## config.mk

```make
export PLATFORM = sky130hd
export DESIGN_NAME = lrt_cell
export DESIGN_NICKNAME = d
export VERILOG_FILES = /design/src/rtl/lrt_pkg.sv /design/src/rtl/lrt_cell.sv
export SDC_FILE = /design/constraint.sdc
export NUM_CORES = 1
export LEC_CHECK = 0
export ABC_AREA = 1
export ABC_CLOCK_PERIOD_IN_PS = 3580
export BUFFER_PORTS_ARGS = -buffer_cell sky130_fd_sc_hd__buf_4
export CAP_MARGIN = 20
export CORE_UTILIZATION = 52
export CTS_CLUSTER_SIZE = 40
export DETAILED_ROUTE_END_ITERATION = 10
export PLACE_DENSITY_LB_ADDON = 0.3
export SYNTH_ARGS = -nofsm -noshare
export SYNTH_HDL_FRONTEND = slang
export SYNTH_SLANG_ARGS = --single-unit
```

## constraint.sdc

```tcl
create_clock -name i_clk -period 3.58 [get_ports i_clk]
set_input_delay 0.358 -clock i_clk [delete_from_list [all_inputs] [get_ports i_clk]]
set_output_delay 0.358 -clock i_clk [all_outputs]
set_load 0.005 [all_outputs]
```

## src/rtl/lrt_pkg.sv

```systemverilog
// ----------------------------------------------------------------------------
// lrt_pkg: shared types and helpers for the LPM route table
// Holds the operation and status codes, the broadcast item, the token that
// walks the cell chain, and the prefix mask helper.
// ----------------------------------------------------------------------------
package lrt_pkg;

    // Default number of route slots, one cell per slot.
    localparam int LRT_TABLE_DEPTH = 32;

    // Field widths fixed by the interface.
    localparam int ADDR_W   = 32;
    localparam int LEN_W    = 6;
    localparam int PORT_W   = 8;
    localparam int METRIC_W = 5;
    localparam int STATUS_W = 2;

    // Longest legal prefix; longer lengths are clamped to it.
    localparam logic [LEN_W-1:0]  FULL_LEN = LEN_W'(32);
    localparam logic [ADDR_W-1:0] ADDR_ONE = ADDR_W'(1);

    typedef enum logic [1:0] {
        FN_INSERT = 2'd0,
        FN_DELETE = 2'd1,
        FN_LOOKUP = 2'd2,
        FN_UNUSED = 2'd3
    } t_func;

    typedef enum logic [STATUS_W-1:0] {
        ST_DONE = 2'd0,
        ST_MISS = 2'd1,
        ST_FULL = 2'd2
    } t_status;

    // Item fields, held by the top level and seen by every cell.
    typedef struct packed {
        t_func                func;
        logic [ADDR_W-1:0]    addr;
        logic [LEN_W-1:0]     len;
        logic [PORT_W-1:0]    port;
        logic [ADDR_W-1:0]    next_hop;
        logic [METRIC_W-1:0]  metric;
    } t_item;

    // Search token handed from cell to cell, one cell per cycle.
    typedef struct packed {
        logic                 live;
        logic                 hit;
        logic                 free_found;
        logic                 best_found;
        logic [LEN_W-1:0]     best_len;
        logic [ADDR_W-1:0]    best_nh;
        logic [PORT_W-1:0]    best_port;
        logic [METRIC_W-1:0]  best_metric;
    } t_tok;

    // Mask covering the low len bits of an address.
    function automatic logic [ADDR_W-1:0] len_mask(input logic [LEN_W-1:0] len);
        logic [ADDR_W-1:0] m;
        if (len >= FULL_LEN) begin
            m = '1;
        end else begin
            m = (ADDR_ONE << len) - ADDR_ONE;
        end
        return m;
    endfunction

endpackage

```

## src/rtl/lrt_cell.sv

```systemverilog
// ----------------------------------------------------------------------------
// lrt_cell: one route slot of the chain
// Stores one route, checks the passing token against it, updates the token
// and the slot, and hands the token to the next cell on the following cycle.
// ----------------------------------------------------------------------------
module lrt_cell
    import lrt_pkg::*;
#(
    parameter int IDX_W    = 5,
    parameter int CELL_IDX = 0
) (
    input  logic             i_clk,
    input  logic             i_rst_n,
    input  t_item            i_item,
    input  logic             i_wr_en,
    input  logic [IDX_W-1:0] i_wr_idx,
    input  t_tok             i_tok,
    input  logic [IDX_W-1:0] i_free_idx,
    output t_tok             o_tok,
    output logic [IDX_W-1:0] o_free_idx
);

    logic                r_vld, n_vld;
    logic [ADDR_W-1:0]   r_prefix, n_prefix;
    logic [LEN_W-1:0]    r_len, n_len;
    logic [ADDR_W-1:0]   r_nh, n_nh;
    logic [PORT_W-1:0]   r_port, n_port;
    logic [METRIC_W-1:0] r_metric, n_metric;
    t_tok                r_tok, n_tok;
    logic [IDX_W-1:0]    r_free_idx, n_free_idx;

    logic                exact;
    logic                covers;
    logic [ADDR_W-1:0]   mask;

    // Compare the slot against the item.
    always_comb begin
        mask   = len_mask(r_len);
        exact  = r_vld && (r_prefix == i_item.addr) && (r_len == i_item.len);
        covers = r_vld && (((i_item.addr ^ r_prefix) & mask) == '0);
    end

    // Token update and slot write.
    always_comb begin
        n_tok      = i_tok;
        n_free_idx = i_free_idx;
        n_vld      = r_vld;
        n_prefix   = r_prefix;
        n_len      = r_len;
        n_nh       = r_nh;
        n_port     = r_port;
        n_metric   = r_metric;

        // A new route is placed here once the search has picked this slot.
        if (i_wr_en && (i_wr_idx == IDX_W'(CELL_IDX))) begin
            n_vld    = 1'b1;
            n_prefix = i_item.addr;
            n_len    = i_item.len;
            n_nh     = i_item.next_hop;
            n_port   = i_item.port;
            n_metric = i_item.metric;
        end

        if (i_tok.live) begin
            case (i_item.func)
                FN_INSERT: begin
                    if (exact && !i_tok.hit) begin
                        n_tok.hit = 1'b1;
                        n_nh      = i_item.next_hop;
                        n_port    = i_item.port;
                        n_metric  = i_item.metric;
                    end
                    if (!r_vld && !i_tok.free_found) begin
                        n_tok.free_found = 1'b1;
                        n_free_idx       = IDX_W'(CELL_IDX);
                    end
                end
                FN_DELETE: begin
                    if (exact && !i_tok.hit) begin
                        n_tok.hit = 1'b1;
                        n_vld     = 1'b0;
                    end
                end
                FN_LOOKUP: begin
                    // Strictly longer wins, so the lowest slot keeps a tie.
                    if (covers && (!i_tok.best_found || (r_len > i_tok.best_len))) begin
                        n_tok.best_found  = 1'b1;
                        n_tok.best_len    = r_len;
                        n_tok.best_nh     = r_nh;
                        n_tok.best_port   = r_port;
                        n_tok.best_metric = r_metric;
                    end
                end
                default: begin
                end
            endcase
        end
    end

    // Slot and token registers; only the slot valid bit and the token live bit take reset.
    always_ff @(posedge i_clk) begin
        r_prefix          <= n_prefix;
        r_len             <= n_len;
        r_nh              <= n_nh;
        r_port            <= n_port;
        r_metric          <= n_metric;
        r_tok.hit         <= n_tok.hit;
        r_tok.free_found  <= n_tok.free_found;
        r_tok.best_found  <= n_tok.best_found;
        r_tok.best_len    <= n_tok.best_len;
        r_tok.best_nh     <= n_tok.best_nh;
        r_tok.best_port   <= n_tok.best_port;
        r_tok.best_metric <= n_tok.best_metric;
        r_free_idx        <= n_free_idx;
        if (!i_rst_n) begin
            r_vld      <= 1'b0;
            r_tok.live <= 1'b0;
        end else begin
            r_vld      <= n_vld;
            r_tok.live <= n_tok.live;
        end
    end

    assign o_tok      = r_tok;
    assign o_free_idx = r_free_idx;

endmodule

```

==> impl_metrics.py <==
metrics = {
    "critical_path": {
        "criticalPathCategory": "reg2reg",
        "cp.required_ns": 3.94,
        "path_cells": "nor2_2, nand4_1, ha_1, nand3_2, inv_2, nand2_4, nor2_4, nand2_1, nand2_1, nand3_1, nand2_1, inv_2, nand2_2, nor2_4, buf_4, nand4_1, nand2_1",
        "crit_top_cell": "nand2_1",
        "path_buf_inv": 3,
        "worstPathArrival_ns": 3.56,
        "start_kind": "flop",
        "crit_family": "simple AND/OR/NAND/NOR gates",
        "crit_slowest_cell": "nor2_2",
        "crit_fanout": 37,
        "slowest_delay_ns": 0.54,
        "cp-end-kind": "flop",
    },
    "placement": {
        "numPortBuffers": 212,
        "dpl.hpwl_um": 14800,
        "gp_routability_congestion": 0.994,
        "dp.cells": 1224,
    },
    "global_route": {
        "busiest_layer": "met2",
        "grt_util_met1_pct": 38.7,
        "grt_pass1_wl_um": 30600,
        "grt_max_degree": 53,
        "grt_pass1_vias": 6113,
        "grt-ovfl-total": 0,
        "grt.total_usage_pct": 29.9,
        "antenna_found_initial": 0,
        "grt_use_met3_pct": 9.17,
        "use_met2_pct": 45.9,
    },
    "routing": {
        "remaining_drc_errors": 0,
        "drt_iter0_markers": 593,
        "avgRoutedWirePerCell_um": 16.2,
        "wl_um": 20400,
        "route.vias.total": 6637,
        "first_pass_iters": 5,
        "detail-route-antenna-nets": 0,
        "via_per_inst": 5.29,
    },
    "timing": {
        "holdWs_ns": 0.116,
        "rsz0062_at_grt": "no",
        "slew-limit-headroom_pct": 56.9,
        "fin_crit_ns": 3.20,
        "hold_viol_final": 0,
        "skew_ns": 0.00910,
        "slew_violations": 0,
        "setup_viol": 0,
        "max_slew.worst_pin.slew_ns": 0.646,
        "fmax_mhz": 313,
        "period_share_pct": 89.4,
        "setup_tns_ns": 0,
    },
    "finish": {
        "drive_above_1_share_pct": 27.1,
        "n_antenna_cell": 0,
        "nets": 1231,
        "final_cells": 1255,
        "syn2layout_area_growth_pct": 34.6,
        "fill_cells": 988,
    },
    "clocking": {
        "clkLatencyLatePin_ns": 0.42,
        "post_cts_resized": 0,
        "ctsHtreeMaxLevel": 4,
        "clockRootBuffer": "clkbuf_16",
        "cts.sinks": 144,
        "clk_pin_slew_ns": 0.06,
        "cts_buffer_depth": 2,
        "cts-hold-fix-buffers": 0,
        "cts_tree": "done",
        "postCtsSetupBuffers": 0,
        "cts-buffers-inserted": 17,
    },
    "floorplan": {
        "rows": 41,
        "io_pins": 213,
        "floorplan.initialDensity_pct": 53.8,
        "core_um2": 12800,
        "dieArea_um2": 13700,
        "chipHeight_um": 117,
        "die_w_um": 117,
    },
    "logic_synthesis": {
        "synth_warnings": 0,
        "synthArstFlopShare_pct": 0,
        "ys_seq_area_share_pct": 47.5,
        "synthCells": 864,
        "synth.avg_cell_area_um2": 7.96,
        "synth_area_um2": 6880,
        "synth-seq-cells": 144,
        "syn_nets": 1024,
        "yosysUniqueCellTypes": 37,
        "synth_enable_flop_cells": 38,
        "synth_top_flop_cell": "dfxtp_1",
    },
    "power_and_ir_drop": {
        "p_leak_nw": 4.69,
        "power_w": 0.00424,
        "power_density_nw_per_um2": 458,
        "vdd_drop_max_v": 0.000366,
    },
    "hold_path": {
        "hold_path_class": "in2reg",
    },
    "run_status": {
        "status": "completed",
    },
    "flow_run": {
        "maxCapViolCount": 0,
    },
}
worst register-to-register path, delay by kind of cell, from the launching register on:
family,cells,cell delay (ns)
flops,1,0.40
simple gates,13,1.91
buf+inv,3,0.57
fa+ha+maj,1,0.28
state kept, by name, indices dropped and copies added (netlist names):
register and count:
r_metric 5, r_vld 1, r_nh 32, r_port 8, r_len 6, o_tok 55
r_prefix 32, o_free_idx 5
worst paths after layout:
check	from	to	slack [ns]	cells past startpoint
setup / recovery	r_len[4]	o_tok[36]	0.38	17
hold / removal	i_tok[22]	o_tok[22]	0.12	3
setup reg to reg	r_len[4]	o_tok[36]	0.38	17
hold reg to reg	r_nh[1]	r_nh[1]	0.47	2
report_power, final:
part	internal, W	switching (W)
combinational	0.000241	0.000202
clock	0.00115	0.000721
sequential	0.00184	0.0000846
total	0.00323	0.00101
cell usage in the layout, fill, tap and decap left out, drive strengths merged:
| cell type | count |
|---|---|
| clkbuf | 18 |
| clkinv | 2 |
| a41oi | 1 |
| o21bai | 6 |
| edfxtp | 38 |
| clkinvlp | 3 |
| a21oi | 6 |
| nand3 | 47 |
| and3 | 1 |
| nand2 | 256 |
| nor4 | 10 |
| buf | 229 |
| o21ai | 47 |
| xor2 | 35 |
| o221a | 1 |
| bufinv | 3 |
| and2 | 3 |
| dfxtp | 106 |
| nand3b | 6 |
| nand4 | 80 |
| a311oi | 1 |
| nor2 | 67 |
| ha | 7 |
| xnor2 | 2 |
| o211ai | 1 |
| nor3 | 5 |
| o2111ai | 1 |
| inv | 101 |
cell type report:
class	count	area, um2	share of cell area, %
inverters	96	360	3.90
repair buffers	229	1770	19.1
flip-flops and latches	144	3260	35.3
well taps	172	215	2.33
clock inverters	13	176	1.91
clock buffers	18	450	4.87
multi-input cells	583	3020	32.6
stage by stage:
step	worst slack, ns	area, um2	utilization [%]
2_1_floorplan	1.09	6880	-
3_3_place_gp	0.365	8620	67.5
3_5_place_dp	0.424	8620	67.5
4_1_cts	0.399	9250	72.4
5_1_grt	0.0556	9250	72.4
6_report	0.381	9250	72.4
cells by family after synthesis:
group                    Yosys count  synth area share, %
AO/OA/AOI/OAI                     64                 5.28
flip-flops                       144                 47.5
adder cells (fa/ha/maj)            7                 1.27
AND/OR/NAND/NOR                  475                 32.4
XOR/XNOR                          37                 4.71
buffers and inverters            137                 8.90
cell usage after synthesis, types with 6 or more instances:
| cell type | n | area (um2) |
|---|---|---|
| dfxtp_1 | 106 | 2120 |
| nand3_1 | 41 | 205 |
| clkbuf_1 | 12 | 45.0 |
| o21ai_0 | 47 | 235 |
| edfxtp_1 | 38 | 1140 |
| inv_1 | 88 | 330 |
| inv_2 | 8 | 30.0 |
| xor2_1 | 35 | 307 |
| ha_1 | 7 | 87.6 |
| buf_4 | 7 | 52.6 |
| nand2_1 | 253 | 950 |
| nor2_4 | 6 | 67.6 |
| buf_2 | 15 | 75.1 |
| buf_6 | 7 | 78.8 |
| nor4_1 | 10 | 62.6 |
| nand4_1 | 78 | 488 |
| nand3b_1 | 6 | 45.0 |
| nor2_1 | 56 | 210 |
per-layer routing:
metal | routed length (um) | part of all wire, % | vias to the layer above
met5 | 0 | 0 | -
met4 | 666 | 3.3 | 0
met3 | 1870 | 9.2 | 47
met2 | 9220 | 45 | 325
met1 | 8620 | 42 | 2998
li1 | - | - | 3267
Note: power is estimated with default switching activity, not from simulation.
